## config.mk

```make
export PLATFORM = sky130hd
export DESIGN_NAME = plw_exp
export DESIGN_NICKNAME = d
export VERILOG_FILES = /design/src/design/plw_pkg.sv /design/src/design/plw_exp.sv
export SDC_FILE = /design/constraint.sdc
export NUM_CORES = 1
export LEC_CHECK = 0
export BUFFER_PORTS_ARGS = -buffer_cell sky130_fd_sc_hd__buf_2
export CORE_MARGIN = 1.5
export CORE_UTILIZATION = 30
export CTS_CLUSTER_SIZE = 30
export DETAILED_ROUTE_END_ITERATION = 12
export SLEW_MARGIN = 20
export SYNTH_ARGS = -nofsm -noshare
export SYNTH_HDL_FRONTEND = slang
export SYNTH_SLANG_ARGS = --single-unit
```

## constraint.sdc

```tcl
create_clock -name clk -period 9.3 [get_ports clk]
set_input_delay 0.465 -clock clk [delete_from_list [all_inputs] [get_ports clk]]
set_output_delay 0.465 -clock clk [all_outputs]
set_load 0.02 [all_outputs]
```

## src/design/plw_pkg.sv

```systemverilog
`timescale 1ns / 1ps
package plw_pkg;

  // Fraction bits of the log and exponent words.
  localparam int unsigned FRAC_BITS = 16;
  // Quadratic correction of the log2 mantissa (Q0.16 coefficient).
  localparam logic [14:0] LOG_CORR = 15'd22714;
  // Quadratic correction of the exp2 mantissa (Q0.16 coefficient).
  localparam logic [13:0] EXP_CORR = 14'd11246;
  // Exponent value that means 1.0 in Q.8.
  localparam int unsigned P_ONE = 256;
  // Shifts past this point give a zero result.
  localparam int unsigned EXP_MAX_SHIFT = 44;
  // Mantissa of 1.0 in Q1.16.
  localparam logic [16:0] MANT_ONE = 17'h10000;

endpackage

```

## src/design/plw_exp.sv

```systemverilog
`timescale 1ns / 1ps
module plw_exp import plw_pkg::*; #(
  parameter int SAMPLE_BITS = 16,
  parameter int EW = 28,
  parameter int SIDE_W = 8
) (
  input  logic                   clk,
  input  logic                   rst,
  input  logic                   en,
  input  logic                   vin,
  input  logic [EW-1:0]          e,
  input  logic [SIDE_W-1:0]      side_in,
  output logic                   vout,
  output logic [SAMPLE_BITS-1:0] r,
  output logic [SIDE_W-1:0]      side_out
);

  localparam int NW = EW - 16;

  logic [2:0]        v;
  logic [SIDE_W-1:0] side1, side2;
  logic [NW-1:0]     n1, n2;
  logic [15:0]       u1;
  logic [32:0]       t1;
  logic [16:0]       mant2;

  logic [47:0] corr;
  logic [63:0] prod, sum;
  logic [5:0]  s;

  assign corr = 48'(EXP_CORR) * 48'(t1);
  assign prod = 64'(mant2) << (SAMPLE_BITS - 1);
  assign s    = 6'(16 + 6'(n2));
  assign sum  = (prod + (64'd1 << (s - 6'd1))) >> s;

  always_ff @(posedge clk) begin
    if (rst) begin
      v <= '0;
    end else if (en) begin
      v <= {v[1:0], vin};
    end
  end

  always_ff @(posedge clk) begin
    if (en) begin
      side1 <= side_in;
      n1    <= e[EW-1:16];
      u1    <= e[15:0];
      t1    <= 33'(e[15:0]) * (33'(MANT_ONE) - 33'(e[15:0]));
      side2 <= side1;
      n2    <= n1;
      mant2 <= MANT_ONE - 17'(u1[15:1]) - 17'(corr[47:32]);
      side_out <= side2;
      if (n2 > NW'(EXP_MAX_SHIFT)) begin
        r <= '0;
      end else begin
        r <= sum[SAMPLE_BITS-1:0];
      end
    end
  end

  assign vout = v[2];

endmodule

```

==> metrics.txt <==
initial antenna violation count 0; Layout Nets 3480; antenna fix cells 0; total core area 85300 sq um; Fmax 125 MHz; Worst-Skew Late Latency 480 ps; clock skew 22.7 ps; Distinct cells, synth 92; area delta synth->final 8.54%; DR pass1 iterations 5; Synth area leader fa_1; CTS Buf Count 17; Yosys top cell area share 34.7%; worst hold stages 1; ANT nets after route 0; HP Class input pin to flop; Seq/Total Area, Yosys 15.2%; Max Slew Vio Count 0; initial core utilization 30.4%; crit end category flop; Period minus WS final 8020 ps; Final period util 86.2%; crit path max fanout 8; Hold Path Origin e[22]; clock sink count 132; hpwl dp 47.0 mm; number of global-route vias before repair 18482; Synth top cells by count inv_1 (731), fa_1 (449), ha_1 (328); routed len/inst 15.0 um; share of layout cells above drive strength 1 5.34%; Least-Margin Pin Slew 885 ps; mapped cell area 25900 sq um; Hold Path End n1[6]; DIE WIDTH 297 um; I/O pin cnt 65; startpoint types flop; total negative slack 0 ps; row count 107; critical path arrival 8240 ps; Mapped Avg Cell Area 9.87 sq um; DRT Wirelength 57.2 mm; RePlAce Congestion 0.862; RSZ-0062 raised after global routing no; GRT overflow 0; max-cap violations 0; post-cts repair resize count 0; R2R Path End mant2[16]; IO buf count 64; chip height 297 um; Max-Slew Margin vs Limit 41.0%; EDFF count, synth 129; flop2flop setup slack 1280 ps; DRC viols 0; GRT Overall Usage 13.7%; Post-CTS Setup Bufs 0; Die ar. 88100 sq um; Max clock buf depth 2; most frequent cell after synthesis inv_1; CTS tree yes; status completed; H-tree Lvls 4; Synth area leaders fa_1 (35%), ha_1 (16%), edfxtp_1 (15%), inv_1 (11%), nand2b_1 (3.8%); Reg clk slew, reported paths 60 ps; Synth Flop Type edfxtp_1; final hold violation count 0; RR Startpoint t1[6]; vias per inst 4.48; pin count of the biggest net entering global routing 84; Yosys reg bits 132; kind of critical path flop to flop; Synth Instances 2624; Setup-failing EPs final 0; Vias 17105; first-pass GRT wire length 96.9 mm; YS warnings 0; asr flop ratio synth 0%; clock root cell clkbuf_16; Worst Path Required 9520 ps; drt initial violations 896; Core Util, Final 33.0%; reg2reg path depth 27; hold buffers post-CTS 0
cell families after synthesis:
group,Yosys count,share of synthesized area (%)
buf+inv,797,11.6
mux,21,1.06
simple gates,543,11.4
other cells,2,0.0290
flops,132,15.2
xor+xnor,66,2.23
compound gates,286,7.92
fa+ha+maj,777,50.6
layer usage:
layer | up-vias | wire length [um] | share of wire (%) | global-route usage (%)
li1 | 8276 | - | - | -
met1 | 8512 | 26900 | 47 | 18.5
met2 | 267 | 27500 | 48 | 23.3
met3 | 50 | 1960 | 3.4 | 1.78
met4 | 0 | 861 | 1.5 | 3.31
met5 | - | 0 | 0 | 0
layout make-up:
class / instances / area [sq um]
Sequential cell: 132 / 3930
Inverter: 734 / 2760
Tap cell: 1144 / 1430
Clock buffer: 18 / 429
Clock inverter: 14 / 166
Fill cell: 8732 / 57200
Timing Repair Buffer: 71 / 379
Multi-Input combinational cell: 1707 / 19000
registers in the layout, indices dropped and copies added, names as in the netlist:
name	flops
side1	8
n2	12
t1	32
side2	8
u1	16
mant2	17
v	3
n1	12
side_out	8
r	16
worst max-delay path, cell delays in order (launching register included):
cell and delay [ps]:
edfxtp_1 600, fa_1 590, inv_1 60, fa_1 490
fa_1 550, inv_1 50, fa_1 490, fa_1 410
ha_1 330, nand4_1 100, o32ai_1 500, o211ai_1 170
a21boi_0 200, o311ai_0 210, a211o_1 360, a311oi_1 310
xnor2_1 180, ha_1 280, ha_1 280, a21o_1 150
a21oi_1 220, o21ai_0 110, a21oi_1 210, o21ai_0 210
a21oi_1 250, a21oi_1 130, a211oi_1 250, nor2_1 90
per-stage QoR:
step                      area, sq um  setup slack, ps  hold WS, ps  cells
after global routing            28100              649          138   3820
after CTS                       28100             1190          127   3820
after floorplan                 25900             1750          400   2636
after detailed placement        27500              911          405   3788
final                           28100             1280          165   3820
after global placement          27500             1050          401   3788
worst max path at each step:
stage	from	endpoint	slack [ps]	cells after the start
after floorplan	e[5]	t1[31]	1750	27
after global placement	e[5]	t1[31]	1050	27
after detailed placement	e[5]	t1[31]	910	27
after CTS	t1[6]	mant2[16]	1190	27
after global routing	t1[6]	mant2[15]	650	30
final	t1[6]	mant2[16]	1280	27
layout by cell type, fill, tap and decap left out, drive strengths merged, types with 28 or more instances in the layout:
cell / netlist / final
inv: 732 / 740
nand2: 74 / 74
buf: 5 / 71
xnor2: 49 / 49
a21oi: 72 / 72
fa: 449 / 449
nor2b: 77 / 77
edfxtp: 129 / 129
and2: 30 / 30
nor3: 28 / 28
ha: 328 / 328
nor2: 91 / 91
nand2b: 158 / 158
o21ai: 58 / 58
Power is left out: the tool's default activity adds up to more than one toggle a clock period on the data nets, which glitch-free logic cannot reach.
