[src/design/plw_div.sv]
`timescale 1ns / 1ps
module plw_div #(
  parameter int QW = 28,
  parameter int EXP_BITS = 16,
  parameter int SIDE_W = 8
) (
  input  logic                clk,
  input  logic                rst,
  input  logic                en,
  input  logic                vin,
  input  logic [QW-1:0]       num,
  input  logic [EXP_BITS-1:0] den,
  input  logic [SIDE_W-1:0]   side_in,
  output logic                vout,
  output logic [QW-1:0]       quot,
  output logic [SIDE_W-1:0]   side_out
);

  // One quotient bit per stage; the numerator shifts out the top while
  // quotient bits shift in at the bottom of the same word.
  logic [QW-1:0]       v;
  logic [QW-1:0]       wq   [QW];
  logic [EXP_BITS-1:0] rem  [QW];
  logic [EXP_BITS-1:0] dd   [QW];
  logic [SIDE_W-1:0]   sd   [QW];

  always_ff @(posedge clk) begin
    if (rst) begin
      v <= '0;
    end else if (en) begin
      v <= {v[QW-2:0], vin};
    end
  end

  for (genvar i = 0; i < QW; i++) begin : g_stage
    logic [QW-1:0]       w_in;
    logic [EXP_BITS-1:0] r_in, d_in;
    logic [SIDE_W-1:0]   s_in;
    logic [EXP_BITS:0]   trial, diff;
    logic                ge;

    if (i == 0) begin : g_first
      assign w_in = num;
      assign r_in = '0;
      assign d_in = den;
      assign s_in = side_in;
    end else begin : g_next
      assign w_in = wq[i-1];
      assign r_in = rem[i-1];
      assign d_in = dd[i-1];
      assign s_in = sd[i-1];
    end

    assign trial = {r_in, w_in[QW-1]};
    assign diff  = trial - {1'b0, d_in};
    assign ge    = trial >= {1'b0, d_in};

    always_ff @(posedge clk) begin
      if (en) begin
        wq[i]  <= {w_in[QW-2:0], ge};
        rem[i] <= ge ? diff[EXP_BITS-1:0] : trial[EXP_BITS-1:0];
        dd[i]  <= d_in;
        sd[i]  <= s_in;
      end
    end
  end

  assign vout     = v[QW-1];
  assign quot     = wq[QW-1];
  assign side_out = sd[QW-1];

endmodule

[config.mk]
export PLATFORM = sky130hd
export DESIGN_NAME = plw_div
export DESIGN_NICKNAME = d
export VERILOG_FILES = /design/src/design/plw_div.sv
export SDC_FILE = /design/constraint.sdc
export NUM_CORES = 2
export LEC_CHECK = 0
export BUFFER_PORTS_ARGS = -buffer_cell sky130_fd_sc_hd__buf_2
export CORE_MARGIN = 2
export CORE_UTILIZATION = 30
export DETAILED_ROUTE_END_ITERATION = 8
export MAX_ROUTING_LAYER = met4
export PLACE_DENSITY = 0.43
export SLEW_MARGIN = 5
export SYNTH_ARGS = -nofsm -noshare
export SYNTH_HDL_FRONTEND = slang
export SYNTH_SLANG_ARGS = --single-unit
export TNS_END_PERCENT = 50
[constraint.sdc]
create_clock -name clk -period 3.8 [get_ports clk]
set_clock_uncertainty 0.1 [all_clocks]
set_input_delay 0 -clock clk [delete_from_list [all_inputs] [get_ports clk]]
set_output_delay 0 -clock clk [all_outputs]
set_load 0.01 [all_outputs]
==> run summary <==
outcome: finished, final reports clean
share of cells above drive strength 1: 12.5%
antenna violations before repair: 3
drc violations: 0
Post-Syn Area: 82000 sq um
hpwl dp: 109 mm
unrepaired setup endpoints after global routing: no
Design Area, Final: 96100 sq um
highest-delay cell along the critical path: a2111oi_2
Non-Filler Instances: 9726
routed len/inst: 16.4 um
placed cell area: 87800 sq um
placed cells: 9212
Cell Rows: 191
Vias/cell: 4.50
vias in the first global route: 44200
Initial Util: 30.2%
Worst EP arrival: 4.01 ns
Setup WS pre-CTS: 0.251 ns
flops & latches, synth: 1900
core area: 271000 sq um
Buf/Inv on CP: 2
Worst VDD drop: 0.378 mV
Hold Vio Cnt, Final: 0
Max Clk Rate: 281 MHz
Post-Synthesis Net Count: 6035
Die Area: 278000 sq um
First-pass DRT Iterations: 7
Max-Cap Viols: 0
Final Slew Violations: 0
critical-path cell list: inv_1, ha_1, nor2b_1, o21ai_0, a21boi_0, o31ai_1, buf_4, a31oi_1, a2111oi_2, o21ai_1, nor2_1, a21oi_1
CP Capture Type: flop
Final Cycle Share: 93.5%
largest net degree at the start of global routing: 99
CTS H-tree lvls: 4
CTS Buffer Depth: 4
I/O Buffers: 92
Root Driver: clkbuf_16
part of the Yosys area used for sequential elements: 69.2%
via count: 43700
Mean Syn Cell Area: 14.9 sq um
Final TNS setup: 0 ns
first-pass GRT wire length: 252 mm
Routed Antenna Nets: 0
clk sinks: 1900
chip height: 527 um
prevailing post-synth register cell: edfxtp_1
Slew HR: 30.5%
layout net count: 6491
area grow syn2layout: 17.2%
I/O pin cnt: 93
Cell Pwr Density: 777 nW/um^2
top cell type's share of synthesized area: 68.5%
CTS clock-pin slew for the worst setup and hold paths: 0.06 ns
synth top area cells: edfxtp_1, ha_1, mux2_2, inv_1, xnor2_1
CP startpoint kind: flop
CP required: 4.26 ns
CP max stage delay: 0.66 ns
CTS tree: built
post-synthesis cell type count: 80
Post-synth top cells: edfxtp_1, inv_1, ha_1
WL final: 160 mm
Setup Fix Bufs, Post-CTS: 0
Tmin final: 3.55 ns
All-Layer GR Usage: 11.7%
RD Place Congestion: 0.843
post-route setup slack: 0.247 ns
hold crit path type: in2reg
leak pwr: 0.0364 uW
Worst-Skew Late Latency: 0.86 ns
Die Width: 527 um
YS warnings: 0
critical-path maximum fanout: 11
Synth Instances: 5519
most common cell in the netlist: edfxtp_1
critical path type: reg2reg
CP top delay family: compound AO/OA/AOI/OAI gates
CTS buffer count: 220
worst slew pin tran: 1.04 ns
FFs w/ async S/R, synth: 0%
Synth area leader: edfxtp_1
total grt overflow: 0
Post-synth EDFFs: 1872
1st-iter DRT viols: 2388
Setup-failing EPs final: 0
==> cells in the final DEF (no fill, tap or decap), drive strengths merged, types with 28 or more instances in the layout <==
cell / n
nor3: 53
a21boi: 32
ha: 434
a21o: 136
dlygate4sd3: 110
inv: 543
o21a: 68
a21oi: 301
buf: 191
o21ai: 261
clkinv: 81
xnor2: 211
mux2: 221
a31oi: 40
nand4: 64
dfxtp: 28
nor2b: 72
mux2i: 58
edfxtp: 1872
a211oi: 30
nor4: 36
nand2b: 55
nor2: 280
nand3: 48
xor2: 92
nand2: 207
clkbuf: 275
==> registers in the layout, summed over array words and instances, names as in the netlist <==
name,cells
wq,784
sd,224
v,28
dd,432
rem,432
==> metal layers <==
metal | track usage, % | share of wire [%] | vias to the layer above
met5 | - | 0 | -
li1 | - | - | 21600
met3 | 2.16 | 3.7 | 286
met2 | 18.4 | 46 | 580
met1 | 15.2 | 47 | 21200
met4 | 3.68 | 3.0 | 0
==> cells by family (layout without fill, tap and decap cells) <==
group,after synthesis,in the layout,synth area share (%)
buffers and inverters,606,1241,2.82
AOI/OAI and AO/OA,1075,1076,8.44
adders and majority gates,460,460,7.25
xor gates and xnor gates,303,303,3.23
and+or+nand+nor,896,896,5.28
other,0,1,0
muxes,279,279,3.77
DFF,1900,1900,69.2
==> cell type report <==
| cell class | count | area, sq um |
|---|---|---|
| fillers | 25900 | 175000 |
| flip-flops and latches | 1900 | 56800 |
| multi-input cells | 3014 | 23000 |
| clock buffers | 275 | 5770 |
| well taps | 3570 | 4470 |
| repair buffers | 301 | 2650 |
| inverters | 538 | 2020 |
| clock inverters | 127 | 1440 |
| diodes | 1 | 2.50 |
==> final timing paths <==
check                           startpoint         end  slack [ns]  cells after the start
worst min register to register  wq[1][213]  wq[1][242]        0.30                      0
worst min-delay path                den[1]   rem[0][3]         0.1                      3
worst max register to register   dd[16][1]  rem[17][9]        0.25                     12
worst max-delay path             dd[16][1]  rem[17][9]        0.25                     12
==> worst reg2reg max path: stages (launching register included) <==
cell and delay, ns:
edfxtp_1 0.44, inv_1 0.09, ha_1 0.24, nor2b_1 0.13
o21ai_0 0.18, a21boi_0 0.16, o31ai_1 0.23, buf_4 0.17
a31oi_1 0.15, a2111oi_2 0.66, o21ai_1 0.43, nor2_1 0.20
a21oi_1 0.07
==> per-stage QoR <==
step           total power (uW)  hold WS (ns)  util (%)
2_1_floorplan             47500      -0.00113         -
3_3_place_gp              53800        0.0773      32.3
5_1_grt                   79700        0.0610      35.4
4_1_cts                   75900        0.0100      35.4
6_report                  74700        0.0976      35.4
3_5_place_dp              54000        0.0784      32.3
==> what timing repair did <==
action | in CTS | in global routing
resized for setup | 0 | 4
setup endpoints to repair | 0 | 10
hold buffers | 110 | 0
endpoints found under the hold margin | 669 | 0
==> report_power, final <==
group	switching (uW)	total, uW	internal (uW)
Combinational	12300	23300	11000
Clock	8500	21100	12600
Sequential	2110	30300	28200
Total	22900	74700	51800
Power figures use the tool's default switching activity.
