==> src/design/plw_pkg.sv <==
`timescale 1ns / 1ps
package plw_pkg;

  // Fraction bits of the log and exponent words.
  localparam int unsigned FRAC_BITS = 16;
  // Quadratic correction of the log2 mantissa (Q0.16 coefficient).
  localparam logic [14:0] LOG_CORR = 15'd22714;
  // Quadratic correction of the exp2 mantissa (Q0.16 coefficient).
  localparam logic [13:0] EXP_CORR = 14'd11246;
  // Exponent value that means 1.0 in Q.8.
  localparam int unsigned P_ONE = 256;
  // Shifts past this point give a zero result.
  localparam int unsigned EXP_MAX_SHIFT = 44;
  // Mantissa of 1.0 in Q1.16.
  localparam logic [16:0] MANT_ONE = 17'h10000;

endpackage

==> src/design/plw_log.sv <==
`timescale 1ns / 1ps
module plw_log import plw_pkg::*; #(
  parameter int SAMPLE_BITS = 16,
  parameter int LW = 20,
  parameter int SIDE_W = 8
) (
  input  logic                   clk,
  input  logic                   rst,
  input  logic                   en,
  input  logic                   vin,
  input  logic [SAMPLE_BITS-1:0] mag,
  input  logic [SIDE_W-1:0]      side_in,
  output logic                   vout,
  output logic [LW-1:0]          neg_log,
  output logic [SIDE_W-1:0]      side_out
);

  localparam int TOP = SAMPLE_BITS - 1;
  localparam int SHW = $clog2(SAMPLE_BITS);

  logic [2:0]            v;
  logic [SIDE_W-1:0]     side1, side2;
  logic [SHW-1:0]        sh1, sh2;
  logic [15:0]           f1, f2;
  logic [31:0]           t2;

  logic [SHW-1:0]             k;
  logic [SAMPLE_BITS-1:0]     mn;
  logic [SAMPLE_BITS+15:0]    ext;
  logic [46:0]                corr;
  logic [16:0]                lf;

  // Normalize the magnitude so its top bit lands on the sign position.
  always_comb begin
    k = '0;
    for (int b = 0; b < SAMPLE_BITS; b++) begin
      if (mag[b]) k = SHW'(b);
    end
    mn  = mag << (SHW'(TOP) - k);
    ext = {mn, 16'b0};
  end

  assign corr = 47'(LOG_CORR) * 47'(t2);
  assign lf   = 17'(f2) + 17'(corr[46:32]);

  always_ff @(posedge clk) begin
    if (rst) begin
      v <= '0;
    end else if (en) begin
      v <= {v[1:0], vin};
    end
  end

  always_ff @(posedge clk) begin
    if (en) begin
      side1 <= side_in;
      sh1   <= SHW'(TOP) - k;
      f1    <= ext[TOP+15 -: 16];
      side2 <= side1;
      sh2   <= sh1;
      f2    <= f1;
      t2    <= 32'(33'(f1) * (33'(MANT_ONE) - 33'(f1)));
      side_out <= side2;
      neg_log  <= LW'({sh2, 16'b0}) - LW'(lf);
    end
  end

  assign vout = v[2];

endmodule

==> config.mk <==
export PLATFORM = sky130hd
export DESIGN_NAME = plw_log
export DESIGN_NICKNAME = d
export VERILOG_FILES = /design/src/design/plw_pkg.sv /design/src/design/plw_log.sv
export SDC_FILE = /design/constraint.sdc
export NUM_CORES = 1
export LEC_CHECK = 0
export BUFFER_PORTS_ARGS = -buffer_cell sky130_fd_sc_hd__buf_2
export CORE_ASPECT_RATIO = 1.25
export CORE_MARGIN = 1
export CORE_UTILIZATION = 41
export DETAILED_ROUTE_END_ITERATION = 7
export SYNTH_ARGS = -nofsm -noshare
export SYNTH_HDL_FRONTEND = slang
export SYNTH_SLANG_ARGS = --single-unit
==> constraint.sdc <==
create_clock -name clk -period 10.35 [get_ports clk]
set_clock_uncertainty 0.05 [all_clocks]
set_input_delay 2.5875 -clock clk [delete_from_list [all_inputs] [get_ports clk]]
set_output_delay 2.5875 -clock clk [all_outputs]
set_load 0.005 [all_outputs]
==> results of run 1 <==
[worst max path at each step]
stage,slack (ps),startpoint,to
floorplan,2580,t2[16]$_DFFE_PP_,neg_log[18]$_DFFE_PP_
global placement,1640,t2[21]$_DFFE_PP_,neg_log[18]$_DFFE_PP_
detailed placement,1580,t2[21]$_DFFE_PP_,neg_log[18]$_DFFE_PP_
CTS,1550,t2[21]$_DFFE_PP_,neg_log[18]$_DFFE_PP_
global route,1100,t2[11]$_DFFE_PP_,neg_log[19]$_DFFE_PP_
finish,1580,t2[21]$_DFFE_PP_,neg_log[18]$_DFFE_PP_
[synth_stat cells, types with 4 or more instances]
cell and count:
nor2_1 64, nor4_1 9, inv_1 435, xnor2_1 38, clkbuf_1 34, ha_1 317, and3_1 8, edfxtp_1 111
and2_1 22, nand4_1 5, a211oi_1 10, a21o_1 26, fa_1 334, o21a_1 8, nand2_1 35, nor2b_1 45
nor3_1 15, nand3_1 9, o21bai_1 9, nand2b_1 141, o21ai_0 14, a21oi_1 47, mux2i_1 25, or3_1 4
xor2_1 20, o21ai_1 12, o31ai_1 6
[flip-flops by register name, indices dropped and copies added (netlist names)]
name / flops
side1: 8
f2: 15
f1: 15
v: 3
sh1: 4
sh2: 4
neg_log: 20
t2: 29
side_out: 8
side2: 8
[placed cells by master, fill, tap and decap left out, types with 9 or more instances in the layout]
cell type / Yosys / final
nand2b_1: 141 / 141
inv_1: 435 / 435
o21ai_1: 12 / 12
nand3_1: 9 / 9
ha_1: 317 / 317
o21bai_1: 9 / 9
nor4_1: 9 / 9
edfxtp_1: 111 / 111
and2_1: 22 / 22
fa_1: 334 / 334
a211oi_1: 10 / 10
conb_1: 2 / 14
clkbuf_16: 0 / 17
o21ai_0: 14 / 14
a21oi_1: 47 / 47
mux2i_1: 25 / 25
xor2_1: 20 / 20
nor2_1: 64 / 64
buf_2: 2 / 55
nor3_1: 15 / 15
nor2b_1: 45 / 45
a21o_1: 26 / 26
nand2_1: 35 / 35
buf_4: 0 / 18
xnor2_1: 38 / 38
[layer usage]
metal,routed length [um],vias up
li1,-,6004
met3,819,61
met4,1285,0
met5,0,-
met1,17530,6465
met2,22440,166
[per-stage QoR]
step / util, % / std cells / hold WS, ps / setup slack, ps / cell area, sq um
global route: 45.32 / 2575 / 376.2 / 1098 / 21450
CTS: 45.32 / 2575 / 369.2 / 1551 / 21450
global placement: 44.07 / 2544 / 350.1 / 1638 / 20860
finish: 45.32 / 2575 / 367.5 / 1577 / 21450
floorplan: - / 1870 / 350.3 / 2583 / 19780
detailed placement: 44.07 / 2544 / 354.5 / 1583 / 20860
[cell type report]
class / count / area (sq um) / share of cell area [%]
Clock buffer: 17 / 425.4 / 1.984
Timing Repair Buffer: 73 / 410.4 / 1.914
Inverter: 440 / 1652 / 7.701
Clock inverter: 14 / 163.9 / 0.7642
Tap cell: 637 / 797.0 / 3.716
Multi-Input combinational cell: 1280 / 14610 / 68.10
Sequential cell: 114 / 3393 / 15.82
[logic make-up after synthesis]
kind of cell,Yosys count
adders and majority gates,651
buffers and inverters,476
and+or+nand+nor,364
AOI/OAI and AO/OA,167
DFF,114
xor gates and xnor gates,58
muxes,26
other,2
==> out/qor.tcl, run 1 <==
set qor(status) {completed}
set qor(crit_top_cell) {ha_1}
set qor(area_growth_syn_to_layout_pct) 8.659
set qor(synth_enable_flop_cells) 111
set qor(hold-path-endpoint) {side2[3]$_DFFE_PP_}
set qor(main_combinational_cell_family_by_area_after_synthesis) {adder cells}
set qor(num_rows) 89
set qor(critPathCaptureType) {flop}
set qor(die_area_sq_um) 49030
set qor(grt-busiest-layer) {met2}
set qor(worst_r2r_path_depth) 30
set qor(vias_per_cell) 4.930
set qor(synth_top_area_cell) {fa_1}
set qor(synth_fa_ha_area_share_pct) 53.97
set qor(mapped_area_sq_um) 19740
set qor(globalRoute.totalOverflow) 0
set qor(routabilityCongestion) 0.8392
set qor(holdCritStartpoint) {side1[3]$_DFFE_PP_}
set qor(drc) 0
set qor(ant_nets) 0
set qor(most_frequently_used_flop_master_after_synthesis) {edfxtp_1}
set qor(synthSimpleGateAreaFrac_pct) 10.17
set qor(fp.dieW_um) 198.2
set qor(netlist_top_cells_area) {fa_1 34%, ha_1 20%, edfxtp_1 17%, inv_1 8.3%, nand2b_1 4.5%}
set qor(first_pass_iters) 5
set qor(netlist.area_leader.share_pct) 33.88
set qor(worst_setup_hold_path_clk_slew_ps) 60
set qor(crit_family) {adder cells}
set qor(postSynth.asyncResetShare_pct) 0
set qor(slew_headroom_pct) 40.97
set qor(maxCapViolCount) 0
set qor(post_synth_xor_area_fraction_pct) 2.574
set qor(timing.reg2reg.setup_slack_ps) 1580
set qor(timing.final.crit_period_ps) 8773
set qor(ys_ff_latch) 114
set qor(timing.setup.critical_path_class) {flop to flop}
set qor(post_route_cells_drive_above_1_share_pct) 5.728
set qor(hpwl_dp_mm) 35.00
set qor(synth_sequential_area_ratio_pct) 17.19
set qor(fin_tns_setup_ps) 0
set qor(fmax_mhz) 114.0
set qor(fp.coreArea_sq_um) 47330
set qor(tritoncts) {built}
set qor(critical_path.max_stage_delay_ps) 620
set qor(clock_latency_ps) 410
set qor(cp_required_ps) 10460
set qor(critical_path.startpoint_type) {flop}
set qor(global_route.usage.met2_pct) 33.87
set qor(postSynthAreaPerCell_sq_um) 10.62
set qor(critical_path.n_buffers_inverters) 4
set qor(hold-path-cell-count) 0
set qor(routed_wire_per_std_cell_um) 16.34
set qor(root_buffer) {clkbuf_16}
set qor(portBuffers) 56
set qor(groute.usage.overall_pct) 18.19
set qor(post-cts-setup-buffers) 0
set qor(cts.hold.buffers_added) 0
set qor(critPathSlowestCell) {a2111oi_0}
set qor(detail_route.wirelength_mm) 42.08
set qor(syn_inst) 1858
set qor(final_max_slew_viol_count) 0
set qor(report.final.hold_viol_count) 0
set qor(first_global_vias) 14110
set qor(use_met3_pct) 1.446
set qor(hold_wc_path_type) {flop to flop}
set qor(arrival_ps) 8880
set qor(fillCellCount) 4410
set qor(grt_first_pass_wirelength_mm) 69.59
set qor(report.final.setup_viol) 0
set qor(start_util_pct) 41.71
set qor(cts-buffers-inserted) 17
set qor(numnets_final) 2605
set qor(timing.critical_path.fanout_max) 6
set qor(worst-slew-pin-transition_ps) 885.5
set qor(drt_iter0_markers) 418
set qor(clkSinkCount) 114
set qor(rr_endpoint) {neg_log[18]$_DFFE_PP_}
set qor(grt_antenna_before_repair) 1
set qor(bufs_on_longest_clock_path) 2
set qor(io_pins) 57
set qor(post_cts.resized_instances) 0
set qor(die_height_um) 247.3
set qor(ys_types) 60
set qor(critical_path_depth) 30
set qor(fin_crit_sh_pct) 84.77
set qor(yosys-mux-area-fraction_pct) 1.325
set qor(synth-warning-count) 0
set qor(antenna_cells_inserted) 0
set qor(synth-compound-area-share_pct) 5.661
set qor(grt_start_max_net_pins) 71
set qor(regToRegStartpoint) {t2[21]$_DFFE_PP_}
set qor(gr-usage-met1_pct) 21.76
set qor(rsz0062_at_grt) {false}
set qor(htreeDepth) 4
set qor(route.vias.total) 12700
Power of run 1 is not shown: default switching activity piles up to over one toggle a cycle in this logic, so the estimate is an artifact.
==> inputs of run 2 (changes only) <==
==> constraint.sdc (replaced) <==
create_clock -name clk -period 8.2 [get_ports clk]
set_clock_uncertainty 0.05 [all_clocks]
set_input_delay 2.05 -clock clk [delete_from_list [all_inputs] [get_ports clk]]
set_output_delay 2.05 -clock clk [all_outputs]
set_load 0.005 [all_outputs]
==> run 2 against run 1 <==
- first-iteration DRC count increased by 13%
- critical path depth increased by 2
- largest cell class unchanged
- count of clock-buffer cells in the layout unchanged
- final cell count increased by 3.7%
- routed wire length increased by 2.4%
- final area increased by 4.7%
- hold slack got worse by 1.6 ps
- sequential share of layout area decreased by 0.71 points
- non-clock buffer count increased by 95
- worst setup slack got worse by 1400 ps
- utilization increased by 2.1 points
- fmax increased by 9.8%
==> out/qor.tcl, run 2 (synthesis results as in run 1) <==
set qor(status) {completed}
set qor(rsz0062_at_grt) {true}
set qor(detailedPlace.worstSlack_ps) -538.1 ;# -2121 ps
set qor(first_global_vias) 14360 ;# +1.8%
set qor(post_route_cells_drive_above_1_share_pct) 13.13 ;# +7.4 points
set qor(root_buffer) {clkbuf_16}
set qor(htreeDepth) 4 ;# unchanged
set qor(gr-usage-met1_pct) 21.80 ;# +0.041 points
set qor(worst_setup_hold_path_clk_slew_ps) 70 ;# about the same
set qor(drc) 0 ;# unchanged
set qor(crit_top_cell) {ha_1}
set qor(route.vias.total) 13070 ;# +2.9%
set qor(bufs_on_longest_clock_path) 2 ;# unchanged
set qor(fillCellCount) 4382 ;# -0.63%
set qor(grt_antenna_before_repair) 0 ;# -1
set qor(critical_path.max_stage_delay_ps) 550 ;# -70 ps
set qor(arrival_ps) 8100 ;# -780 ps
set qor(portBuffers) 56 ;# unchanged
set qor(finish.cell_count_without_fillers) 2671 ;# +3.7%
set qor(fmax_mhz) 125.2 ;# +9.8%
set qor(antenna_cells_inserted) 0 ;# unchanged
set qor(commonest_non_fill_non_tap_cells_in_the_layout) {425 x inv_1, 328 x fa_1, 308 x ha_1}
set qor(placed_cells_incl_taps) 2613 ;# +2.7%
set qor(maxCapViolCount) 0 ;# unchanged
set qor(critPathCaptureType) {flop}
set qor(first_pass_iters) 5 ;# unchanged
set qor(grt_first_pass_wirelength_mm) 70.21 ;# +0.89%
set qor(clock_latency_ps) 420 ;# about the same
set qor(cts-buffers-inserted) 17 ;# unchanged
set qor(regToRegStartpoint) {t2[5]$_DFFE_PP_}
set qor(final_max_slew_viol_count) 0 ;# unchanged
set qor(globalRoute.totalOverflow) 0 ;# unchanged
set qor(grt-busiest-layer) {met2}
set qor(crit_family) {adder cells}
set qor(report.final.setup_viol) 0 ;# unchanged
set qor(hold-path-cell-count) 0 ;# unchanged
set qor(die_area_sq_um) 49030 ;# unchanged
set qor(vias_per_cell) 4.893 ;# -0.77%
set qor(start_util_pct) 41.71 ;# unchanged
set qor(use_met3_pct) 1.678 ;# +0.23 points
set qor(clkSinkCount) 114 ;# unchanged
set qor(finalWorstSetupSlack_ps) 211.8 ;# -1365 ps
set qor(largest_register) {t2}
set qor(ant_nets) 0 ;# unchanged
set qor(fp.dieW_um) 198.2 ;# unchanged
set qor(timing.final.crit_period_ps) 7988 ;# -785.0 ps
set qor(timing.setup.critical_path_class) {flop to flop}
set qor(routed_wire_per_std_cell_um) 16.13 ;# -1.3%
set qor(critical_path.n_buffers_inverters) 7 ;# +3
set qor(fin_tns_setup_ps) 0 ;# unchanged
set qor(drt_iter0_markers) 474 ;# +13%
set qor(critPathSlowestCell) {fa_1}
set qor(num_rows) 89 ;# unchanged
set qor(post-route-cell-area_sq_um) 22460 ;# +4.7%
set qor(worst-slew-pin-transition_ps) 926.9 ;# +41.44 ps
set qor(report.final.hold_viol_count) 0 ;# unchanged
set qor(cts.hold.buffers_added) 0 ;# unchanged
set qor(hold-path-endpoint) {side2[6]$_DFFE_PP_}
set qor(largest_register_ffs) 29 ;# unchanged
set qor(tritoncts) {built}
set qor(timing.critical_path.fanout_max) 6 ;# unchanged
set qor(detail_route.wirelength_mm) 43.09 ;# +2.4%
set qor(groute.usage.overall_pct) 18.36 ;# +0.17 points
set qor(slew_headroom_pct) 38.21 ;# -2.8 points
set qor(io_pins) 57 ;# unchanged
set qor(timing.reg2reg.setup_slack_ps) 210 ;# -1360 ps
set qor(hpwl_dp_mm) 35.81 ;# +2.3%
set qor(fp.coreArea_sq_um) 47330 ;# unchanged
set qor(fin_crit_sh_pct) 97.42 ;# +13 points
set qor(global_route.usage.met2_pct) 34.76 ;# +0.89 points
set qor(hold_wc_path_type) {flop to flop}
set qor(die_height_um) 247.3 ;# unchanged
set qor(worst_r2r_path_depth) 32 ;# +6.7%
set qor(holdCritStartpoint) {side1[6]$_DFFE_PP_}
set qor(post_dp_cell_area_sq_um) 21380 ;# +2.5%
set qor(routabilityCongestion) 0.8495 ;# +1.2%
set qor(grt_start_max_net_pins) 74 ;# +4.2%
set qor(top_regs) {t2 (29), neg_log (20)}
set qor(area_growth_syn_to_layout_pct) 13.80
set qor(critical_path.startpoint_type) {flop}
set qor(cp_required_ps) 8320 ;# -2140 ps
set qor(numnets_final) 2700 ;# +3.6%
set qor(most_common_cell_after_layout_fill_and_taps_aside) {inv_1}
set qor(rr_endpoint) {neg_log[18]$_DFFE_PP_}
[run 2: cell types whose count changed in the layout (fill, tap and decap cells not counted), moves of 5 or more]
cell and delta:
inv_6 +5, buf_4 +91, inv_1 -10, a21oi_2 +6, inv_2 +8, fa_1 -6
ha_4 +6, ha_1 -9, fa_2 +6, a21oi_1 -6
[run 2: worst reg2reg max path: cells and delay by family, from the launching register on]
kind,cells,cell delay [ps]
AOI/OAI and AO/OA,9,2220
DFF,1,440
xor gates and xnor gates,2,260
adders and majority gates,9,3380
buffers and inverters,7,710
and+or+nand+nor,5,700
[run 2: repair_timing]
item | 4_1_cts | 5_1_grt
cloned | 0 | 0
setup buffers | 11 | 15
endpoints found under the setup margin | 8 | 12
gates resized for setup | 8 | 63
pin swaps | 3 | 30
[run 2: metrics by stage]
stage,hold slack [ps],util [%]
floorplan,350.3,-
global placement,350.8,45.17
detailed placement,354.5,45.17
CTS,365.5,46.64
global route,374.1,47.46
finish,365.8,47.46
[run 2: cell type report]
class	count	area [sq um]	share of cell area, %
flip-flops and latches	114	3393	15.11
clock inverters	15	158.9	0.7074
clock buffers	17	425.4	1.894
inverters	440	1658	7.381
multi-input cells	1280	14890	66.29
repair buffers	168	1139	5.069
well taps	637	797.0	3.548
[run 2: per-layer routing]
metal,vias up,share of wire (%)
met3,49,1.8
li1,6209,-
met4,0,2.5
met1,6652,42
met5,-,0
met2,158,54
[run 2: worst max-delay path by stage]
| stage | start | cells after the start | to |
|---|---|---|---|
| after floorplan | t2[16]$_DFFE_PP_ | 28 | neg_log[18]$_DFFE_PP_ |
| after global placement | t2[6]$_DFFE_PP_ | 31 | neg_log[18]$_DFFE_PP_ |
| after detailed placement | t2[6]$_DFFE_PP_ | 31 | neg_log[18]$_DFFE_PP_ |
| after CTS | t2[15]$_DFFE_PP_ | 30 | neg_log[18]$_DFFE_PP_ |
| after global routing | t2[9]$_DFFE_PP_ | 33 | neg_log[19]$_DFFE_PP_ |
| final | t2[5]$_DFFE_PP_ | 32 | neg_log[18]$_DFFE_PP_ |
Power of run 2 is left out for the same reason.
